[config.mk]
export PLATFORM = sky130hd
export DESIGN_NAME = json_string_unescape_utf8_flat
export DESIGN_NICKNAME = d
export VERILOG_FILES = /design/src/sv/jsu_pkg.sv /design/src/sv/jsu_ifs.sv /design/src/sv/json_string_unescape_utf8.sv /design/src/sv/jsu_decode.sv /design/src/sv/jsu_burst.sv /design/src/flat_wrapper.sv
export SDC_FILE = /design/constraint.sdc
export NUM_CORES = 1
export LEC_CHECK = 0
export ABC_AREA = 0
export BUFFER_PORTS_ARGS = -buffer_cell sky130_fd_sc_hd__buf_2
export CORE_ASPECT_RATIO = 1.4
export CORE_UTILIZATION = 50
export DETAILED_ROUTE_END_ITERATION = 6
export GPL_ROUTABILITY_DRIVEN = 0
export PLACE_DENSITY = 0.78
export SLEW_MARGIN = 20
export SYNTH_ARGS = -nofsm -noshare
export SYNTH_HDL_FRONTEND = slang
export SYNTH_HIERARCHICAL = 1
export SYNTH_SLANG_ARGS = --single-unit
[constraint.sdc]
create_clock -name clock -period 3.61 [get_ports clock]
set_input_delay 0.9025 -clock clock [delete_from_list [all_inputs] [get_ports clock]]
set_output_delay 0.9025 -clock clock [all_outputs]
set_load 0.02 [all_outputs]
[src/sv/jsu_pkg.sv]
// shared types and constants for the json string unescaper
// no dependencies; compiled first
package jsu_pkg;

   localparam int BurstMax = 4;

   // result status codes
   localparam logic [3:0] ST_DATA    = 4'd0;
   localparam logic [3:0] ST_DONE    = 4'd1;
   localparam logic [3:0] ST_NOQUOTE = 4'd2;
   localparam logic [3:0] ST_ENDESC  = 4'd3;
   localparam logic [3:0] ST_BADHEX  = 4'd4;
   localparam logic [3:0] ST_BADPAIR = 4'd5;
   localparam logic [3:0] ST_LONEHI  = 4'd6;
   localparam logic [3:0] ST_LONELO  = 4'd7;
   localparam logic [3:0] ST_BADESC  = 4'd8;
   localparam logic [3:0] ST_CTRL    = 4'd9;
   localparam logic [3:0] ST_UNTERM  = 4'd10;

   // characters of interest
   localparam logic [7:0] CH_QUOTE = 8'h22;
   localparam logic [7:0] CH_BSL   = 8'h5C;
   localparam logic [7:0] CH_SLASH = 8'h2F;
   localparam logic [7:0] CH_U     = 8'h75;

   // results caused by one request: up to four bytes, or one status result
   typedef struct packed {
      logic [BurstMax-1:0][7:0] data;
      logic [2:0]               count;
      logic [3:0]               status;
   } burst_type;

endpackage

[src/sv/jsu_ifs.sv]
// request and response channel interfaces
// depends on nothing; field widths fixed by the byte stream format
interface jsu_req_if;
   logic       valid;
   logic       ready;
   logic [7:0] in_byte;
   logic       text_end;
   modport source (output valid, output in_byte, output text_end, input ready);
   modport sink   (input valid, input in_byte, input text_end, output ready);
endinterface

interface jsu_rsp_if;
   logic       valid;
   logic       ready;
   logic [7:0] out_byte;
   logic       byte_valid;
   logic [3:0] status;
   logic       last_of_run;
   modport source (output valid, output out_byte, output byte_valid, output status,
                   output last_of_run, input ready);
   modport sink   (input valid, input out_byte, input byte_valid, input status,
                   input last_of_run, output ready);
endinterface

[src/sv/json_string_unescape_utf8.sv]
// latency: first result of a request is presented the cycle after it is accepted
// throughput: one request per cycle while each yields at most one result and the
//   response port is ready; a multibyte escape holds the result register until drained
// rate set by the single result register feeding the response port
// reset: synchronous, clears the result register and returns to waiting for a quote
module json_string_unescape_utf8 import jsu_pkg::*; (
   input  logic    clock,
   input  logic    reset,
   jsu_req_if.sink   req_chan,
   jsu_rsp_if.source rsp_chan
);

   // request accepted this cycle
   logic      take;
   // results decoded from the current request byte
   burst_type burst;
   // result register can be reloaded
   logic      load_ok;

   assign req_chan.ready = load_ok;
   assign take           = req_chan.valid && req_chan.ready;

   // decode state machine: string mode, escape and hex unit assembly
   jsu_decode u_decode (
      .clock    (clock),
      .reset    (reset),
      .take     (take),
      .in_byte  (req_chan.in_byte),
      .text_end (req_chan.text_end),
      .burst    (burst)
   );

   // result register and serializer for up to four bytes per request
   jsu_burst u_burst (
      .clock    (clock),
      .reset    (reset),
      .take     (take),
      .burst    (burst),
      .load_ok  (load_ok),
      .rsp_chan (rsp_chan)
   );

   // a request never overwrites results that are still owed
   a_no_overwrite: assert property (@(posedge clock) disable iff (reset)
      take |-> (!rsp_chan.valid || (rsp_chan.ready && rsp_chan.last_of_run)))
      else $error("request accepted over pending results");

   // a run that is not finished keeps the response channel busy
   a_run_continues: assert property (@(posedge clock) disable iff (reset)
      (rsp_chan.valid && rsp_chan.ready && !rsp_chan.last_of_run) |=> rsp_chan.valid)
      else $error("result run broken off");

   // completion and error results stand alone
   a_status_alone: assert property (@(posedge clock) disable iff (reset)
      (rsp_chan.valid && rsp_chan.status != ST_DATA) |->
         (rsp_chan.last_of_run && !rsp_chan.byte_valid))
      else $error("status result not alone in its run");

   // a held burst with no response taken leaves ready low
   a_ready_blocked: assert property (@(posedge clock) disable iff (reset)
      (rsp_chan.valid && !rsp_chan.ready) |-> !req_chan.ready)
      else $error("request ready while results are stalled");

endmodule

[src/sv/jsu_decode.sv]
// string decoder state machine and utf-8 encoder
// depends on jsu_pkg
module jsu_decode import jsu_pkg::*; (
   input  logic       clock,
   input  logic       reset,
   input  logic       take,
   input  logic [7:0] in_byte,
   input  logic       text_end,
   output burst_type  burst
);

   typedef enum logic [2:0] {
      M_WAIT, M_STR, M_ESC, M_HEX1, M_NEED_BS, M_NEED_U, M_HEX2
   } mode_type;

   mode_type    mode_ff, mode_in;
   logic [15:0] first_ff, first_in;
   logic [15:0] second_ff, second_in;
   logic [1:0]  hcnt_ff, hcnt_in;

   logic        hex_ok;
   logic [3:0]  hex_val;
   logic [20:0] cp;
   logic        do_utf8;
   burst_type   utf8;

   // hex digit recognition, either case
   always_comb begin
      hex_ok  = 1'b1;
      hex_val = 4'd0;
      if (in_byte inside {[8'h30:8'h39]}) begin
         hex_val = 4'(in_byte - 8'h30);
      end else if (in_byte inside {[8'h61:8'h66]}) begin
         hex_val = 4'(in_byte - 8'h57);
      end else if (in_byte inside {[8'h41:8'h46]}) begin
         hex_val = 4'(in_byte - 8'h37);
      end else begin
         hex_ok = 1'b0;
      end
      if (text_end) hex_ok = 1'b0;
   end

   // utf-8 encoding of the code point
   always_comb begin
      utf8        = '0;
      utf8.status = ST_DATA;
      if (cp < 21'h80) begin
         utf8.count   = 3'd1;
         utf8.data[0] = cp[7:0];
      end else if (cp < 21'h800) begin
         utf8.count   = 3'd2;
         utf8.data[0] = {3'b110, cp[10:6]};
         utf8.data[1] = {2'b10, cp[5:0]};
      end else if (cp < 21'h10000) begin
         utf8.count   = 3'd3;
         utf8.data[0] = {4'b1110, cp[15:12]};
         utf8.data[1] = {2'b10, cp[11:6]};
         utf8.data[2] = {2'b10, cp[5:0]};
      end else begin
         utf8.count   = 3'd4;
         utf8.data[0] = {5'b11110, cp[20:18]};
         utf8.data[1] = {2'b10, cp[17:12]};
         utf8.data[2] = {2'b10, cp[11:6]};
         utf8.data[3] = {2'b10, cp[5:0]};
      end
   end

   always_comb begin
      mode_in   = mode_ff;
      first_in  = first_ff;
      second_in = second_ff;
      hcnt_in   = hcnt_ff;
      do_utf8   = 1'b0;
      cp        = 21'(first_in);
      burst     = '0;
      case (mode_ff)
         M_WAIT: begin
            if (text_end || in_byte != CH_QUOTE) begin
               burst.count  = 3'd1;
               burst.status = ST_NOQUOTE;
            end else begin
               mode_in = M_STR;
            end
         end
         M_STR: begin
            if (text_end) begin
               mode_in = M_WAIT; burst.count = 3'd1; burst.status = ST_UNTERM;
            end else if (in_byte == CH_QUOTE) begin
               mode_in = M_WAIT; burst.count = 3'd1; burst.status = ST_DONE;
            end else if (in_byte == CH_BSL) begin
               mode_in = M_ESC;
            end else if (in_byte < 8'h20) begin
               mode_in = M_WAIT; burst.count = 3'd1; burst.status = ST_CTRL;
            end else begin
               burst.count   = 3'd1;
               burst.data[0] = in_byte;
            end
         end
         M_ESC: begin
            mode_in       = M_STR;
            burst.count   = 3'd1;
            burst.data[0] = in_byte;
            if (text_end) begin
               mode_in = M_WAIT; burst.data[0] = 8'h00; burst.status = ST_ENDESC;
            end else begin
               case (in_byte)
                  CH_QUOTE, CH_BSL, CH_SLASH: ;
                  8'h62: burst.data[0] = 8'h08;
                  8'h66: burst.data[0] = 8'h0C;
                  8'h6E: burst.data[0] = 8'h0A;
                  8'h72: burst.data[0] = 8'h0D;
                  8'h74: burst.data[0] = 8'h09;
                  CH_U: begin
                     mode_in     = M_HEX1;
                     first_in    = 16'h0000;
                     hcnt_in     = 2'd0;
                     burst.count = 3'd0;
                  end
                  default: begin
                     mode_in       = M_WAIT;
                     burst.data[0] = 8'h00;
                     burst.status  = ST_BADESC;
                  end
               endcase
            end
         end
         M_HEX1: begin
            if (!hex_ok) begin
               mode_in = M_WAIT; burst.count = 3'd1; burst.status = ST_BADHEX;
            end else begin
               first_in = {first_ff[11:0], hex_val};
               hcnt_in  = hcnt_ff + 2'd1;
               // code point is the completed unit, including this digit
               cp       = 21'(first_in);
               if (hcnt_ff == 2'd3) begin
                  if (first_in inside {[16'hD800:16'hDBFF]}) begin
                     mode_in = M_NEED_BS;
                  end else if (first_in inside {[16'hDC00:16'hDFFF]}) begin
                     mode_in = M_WAIT; burst.count = 3'd1; burst.status = ST_LONELO;
                  end else begin
                     mode_in = M_STR;
                     do_utf8 = 1'b1;
                  end
               end
            end
         end
         M_NEED_BS: begin
            if (text_end || in_byte != CH_BSL) begin
               mode_in = M_WAIT; burst.count = 3'd1; burst.status = ST_LONEHI;
            end else begin
               mode_in = M_NEED_U;
            end
         end
         M_NEED_U: begin
            if (text_end || in_byte != CH_U) begin
               mode_in = M_WAIT; burst.count = 3'd1; burst.status = ST_LONEHI;
            end else begin
               mode_in   = M_HEX2;
               second_in = 16'h0000;
               hcnt_in   = 2'd0;
            end
         end
         M_HEX2: begin
            if (!hex_ok) begin
               mode_in = M_WAIT; burst.count = 3'd1; burst.status = ST_BADPAIR;
            end else begin
               second_in = {second_ff[11:0], hex_val};
               hcnt_in   = hcnt_ff + 2'd1;
               // surrogate pair: 0x10000 plus ten bits from each unit
               cp        = 21'h10000 + {1'b0, first_ff[9:0], second_in[9:0]};
               if (hcnt_ff == 2'd3) begin
                  if (second_in inside {[16'hDC00:16'hDFFF]}) begin
                     mode_in = M_STR;
                     do_utf8 = 1'b1;
                  end else begin
                     mode_in = M_WAIT; burst.count = 3'd1; burst.status = ST_BADPAIR;
                  end
               end
            end
         end
         default: mode_in = M_WAIT;
      endcase
      if (do_utf8) burst = utf8;
   end

   always_ff @(posedge clock) begin
      if (reset) begin
         mode_ff   <= M_WAIT;
         first_ff  <= '0;
         second_ff <= '0;
         hcnt_ff   <= '0;
      end else if (take) begin
         mode_ff   <= mode_in;
         first_ff  <= first_in;
         second_ff <= second_in;
         hcnt_ff   <= hcnt_in;
      end
   end

endmodule

[src/sv/jsu_burst.sv]
// result register that plays out the results of one request, one per cycle while the response channel is ready
// depends on jsu_pkg and jsu_rsp_if
module jsu_burst import jsu_pkg::*; (
   input  logic      clock,
   input  logic      reset,
   input  logic      take,
   input  burst_type burst,
   output logic      load_ok,
   jsu_rsp_if.source rsp_chan
);

   logic [BurstMax-1:0][7:0] data_ff;
   logic [2:0]               count_ff;
   logic [3:0]               status_ff;
   logic [1:0]               idx_ff;
   logic                     last;
   logic                     pop;

   assign last    = (3'({1'b0, idx_ff}) + 3'd1) == count_ff;
   assign pop     = rsp_chan.valid && rsp_chan.ready;
   // take a new request once the held results are gone or the final one leaves now
   assign load_ok = (count_ff == 3'd0) || (pop && last);

   assign rsp_chan.valid       = count_ff != 3'd0;
   assign rsp_chan.out_byte    = data_ff[idx_ff];
   assign rsp_chan.byte_valid  = status_ff == ST_DATA;
   assign rsp_chan.status      = status_ff;
   assign rsp_chan.last_of_run = last;

   always_ff @(posedge clock) begin
      if (reset) begin
         count_ff <= '0;
         idx_ff   <= '0;
      end else if (take) begin
         data_ff   <= burst.data;
         count_ff  <= burst.count;
         status_ff <= burst.status;
         idx_ff    <= '0;
      end else if (pop) begin
         if (last) count_ff <= '0;
         else idx_ff <= idx_ff + 2'd1;
      end
   end

endmodule
[src/flat_wrapper.sv]
// flat-port wrapper written by rule: the top's interface ports become plain ports
module json_string_unescape_utf8_flat import jsu_pkg::*;
  (clock, reset, req_chan_valid, req_chan_in_byte, req_chan_text_end, req_chan_ready, rsp_chan_valid, rsp_chan_out_byte, rsp_chan_byte_valid, rsp_chan_status, rsp_chan_last_of_run, rsp_chan_ready);
  jsu_req_if req_chan_i ();
  jsu_rsp_if rsp_chan_i ();
  input  logic clock;
  input  logic reset;
  input wire logic [$bits(req_chan_i.valid)-1:0] req_chan_valid;
  input wire logic [$bits(req_chan_i.in_byte)-1:0] req_chan_in_byte;
  input wire logic [$bits(req_chan_i.text_end)-1:0] req_chan_text_end;
  output wire logic [$bits(req_chan_i.ready)-1:0] req_chan_ready;
  output wire logic [$bits(rsp_chan_i.valid)-1:0] rsp_chan_valid;
  output wire logic [$bits(rsp_chan_i.out_byte)-1:0] rsp_chan_out_byte;
  output wire logic [$bits(rsp_chan_i.byte_valid)-1:0] rsp_chan_byte_valid;
  output wire logic [$bits(rsp_chan_i.status)-1:0] rsp_chan_status;
  output wire logic [$bits(rsp_chan_i.last_of_run)-1:0] rsp_chan_last_of_run;
  input wire logic [$bits(rsp_chan_i.ready)-1:0] rsp_chan_ready;
  assign req_chan_i.valid = req_chan_valid;
  assign req_chan_i.in_byte = req_chan_in_byte;
  assign req_chan_i.text_end = req_chan_text_end;
  assign req_chan_ready = req_chan_i.ready;
  assign rsp_chan_valid = rsp_chan_i.valid;
  assign rsp_chan_out_byte = rsp_chan_i.out_byte;
  assign rsp_chan_byte_valid = rsp_chan_i.byte_valid;
  assign rsp_chan_status = rsp_chan_i.status;
  assign rsp_chan_last_of_run = rsp_chan_i.last_of_run;
  assign rsp_chan_i.ready = rsp_chan_ready;
  json_string_unescape_utf8 u_core (.clock(clock), .reset(reset), .req_chan(req_chan_i), .rsp_chan(rsp_chan_i));
endmodule
==> out/summary.txt <==
Maximum number of pins on one net before global-route repair = 41
Count of boundary I/O pins = 29
Main area contributors after synthesis = edfxtp_1, dfxtp_1, a22oi_1
H-tree depth = 3
Crit-path max FO = 4
Clk pwr share = 45.6%
Core Region = 9410 um2
Net Switching = 0.000437 W
Placed cells = 694
Clk slew on worst S/H paths = 0.06 ns
Vias in the first global route = 4440
Hold Worst Slack = 0.483 ns
Max_slew headroom = 49.9%
Period utilization = 93.5%
DR vias/cell = 6.69
Die Height = 118 um
Critical path's largest stage delay = 0.54 ns
Peak VDD IR = 0.000220 V
Least-Margin Pin Slew = 0.748 ns
Post-Syn Area = 4810 um2
Final Critical Period = 3.37 ns
GRT Residual Overflow = 0
Worst Path Buf+Inv = 2
Ant diodes = 0
Via count = 4750
Global-route wire length before repair = 21600 um
Most frequent CP cell = mux2i_1
Cts bufs inserted = 9
Int Power = 0.00149 W
Yosys warns = 6
Seq/Total Area, Yosys = 38.3%
Total power = 0.00192 W
# Max-Cap Violations = 0
Die area = 10000 um2
Status = finished, violations left
Worst hold path type = flip-flop to flip-flop
Clock Skew = 0.00441 ns
Worst skew pair latency = 0.34 ns
CP max-delay cell = or4b_1
Ratio of cells with drive above 1 in the final layout = 19.0%
# setup viols final = 0
Final Hold Viols = 0
Clk root buf = clkbuf_16
CTS Buffer Depth = 2
Fin util = 59.1%
Postcts setup bufs = 0
Max Clk Rate = 0.296 GHz
Switching portion of total power = 22.7%
Crit-path cells = buf_2 -> or4b_1 -> or3_1 -> buf_4 -> a21boi_2 -> mux2i_1 -> o21ai_0 -> a21oi_1 -> mux2i_1
Post-synth EDFFs = 36
Antenna violations before repair = 0
Largest delay share family, worst path = simple AND/OR/NAND/NOR gates
Final HPWL DP = 9960 um
Fin nets = 616
RSZ-0062 raised after global routing = false
Hold-fix buffers at CTS = 0
Die width = 84.9 um
Mean Syn Cell Area = 8.72 um2
CTS tree = done
Cells after synthesis = 552
Cell Count, Final, Fillers Out = 710
DR iter-0 viols = 579
Routed length per instance = 19.0 um
Count leader, synth = nor2_1
Layout area overhead = 15.4%
Row count = 42
Power per cell area = 346 nW/um2
Combinational power share = 7.3%
Fraction of registers with async set/reset = 0%
Unique masters post-synth = 71
Reg power frac = 47.1%
Top cells by count, synth = nor2_1, nand2_1, dfxtp_1
Antenna viol nets, final = 0
Crit path required time = 3.68 ns
Worst setup EP type = flip-flop
Yosys top cell area share = 22.5%
Post_cts resized = 0
Setup CP Type = input pin to flip-flop
Top FF cell, synth = dfxtp_1
Number of synthesized register bits = 74
Post-route DRC = 4
Drt pass-1 iters = 7
Failing checks = design-rule violations
Overall global routing resource usage = 27.4%
Detailed Route WL = 13500 um
P_leak = 1.90 nW
I/O Buffers = 28
Fin. max-slew vios = 0
Crit start category = input pin
Largest area contributor in the netlist = edfxtp_1
Worst EP arrival = 3.44 ns
Clk sinks = 74
Initial core utilization = 51.2%
[power by group through the flow]
stage	registers [W]	logic (W)	clock network [W]
finish	0.000905	0.000140	0.000877
CTS	0.000905	0.000139	0.000886
global placement	0.000922	0.000135	0
global route	0.000906	0.000151	0.000920
floorplan	0.000922	0.0000893	0
detailed placement	0.000923	0.000139	0
[metrics by stage]
| stage | setup TNS [ns] | worst slack (ns) | cell area [um2] |
|---|---|---|---|
| finish | 0 | 0.235 | 5560 |
| CTS | 0 | 0.300 | 5560 |
| detailed placement | -0.101 | -0.0552 | 5260 |
| floorplan | 0 | 0.169 | 4830 |
| global placement | -0.0330 | -0.0330 | 5260 |
| global route | 0 | 0.111 | 5560 |
[cell usage in the layout (no fill, tap or decap), drive strengths merged, types with 12 or more instances in the layout]
cell type	count
edfxtp	36
inv	13
a22oi	33
dfxtp	38
o21ai	27
nor3	22
nor2	64
buf	76
nand2	44
a21oi	29
nand3	18
a22o	12
[sequential cells by signal, indices dropped and copies added (netlist names)]
signal                          count
u_core/u_burst/data_ff             32
u_core/u_decode/first_ff           16
u_core/u_decode/second_ff          12
u_core/u_burst/rsp_chan.status      4
u_core/u_burst/count_ff             3
u_core/u_decode/mode_ff             3
u_core/u_burst/idx_ff               2
u_core/u_decode/hcnt_ff             2
[layer usage]
layer	wire length (um)	part of all wire [%]	global-route usage (%)
met1	5110	38	31.4
met2	6690	50	46.4
met3	908	6.7	5.82
met4	755	5.6	16.2
met5	0	0	0
[layout make-up]
type,instances,area [um2]
Fill cell,790,3850
Multi-Input combinational cell,420,2730
Sequential cell,74,1840
Timing Repair Buffer,76,500
Clock buffer,10,229
Tap cell,110,138
Clock inverter,6,66.3
Inverter,14,52.6
[kinds of logic (layout without fill, tap and decap cells)]
group	after synthesis	in the layout	synth area share, %
compound gates	168	168	24.7
xor+xnor	5	5	0.910
fa+ha+maj	8	8	2.08
buf+inv	60	106	5.38
flops	74	74	38.3
mux	17	17	5.67
other cells	1	3	0.0779
simple gates	219	219	22.9
[path summary, 6_finish.rpt]
check / startpoint / depth (start not counted) / slack [ns] / to
setup / recovery: req_chan_in_byte[3] / 9 / 0.24 / u_core/u_burst/data_ff[2]
hold / removal: u_core/u_decode/hcnt_ff[1] / 2 / 0.48 / u_core/u_decode/hcnt_ff[1]
setup reg to reg: u_core/u_decode/mode_ff[1] / 8 / 0.50 / u_core/u_burst/data_ff[0]
hold reg to reg: u_core/u_decode/hcnt_ff[1] / 2 / 0.48 / u_core/u_decode/hcnt_ff[1]
[worst reg2reg max path, stage by stage, from the launching register on]
cell and delay, ns:
dfxtp_1 0.74, nand3b_1 0.37, a21oi_1 0.36, o21ai_2 0.20, buf_4 0.23, a22oi_1 0.40, nand2_1 0.10, a221oi_1 0.34
o31ai_1 0.10
Note: power is estimated with default switching activity, not from simulation.
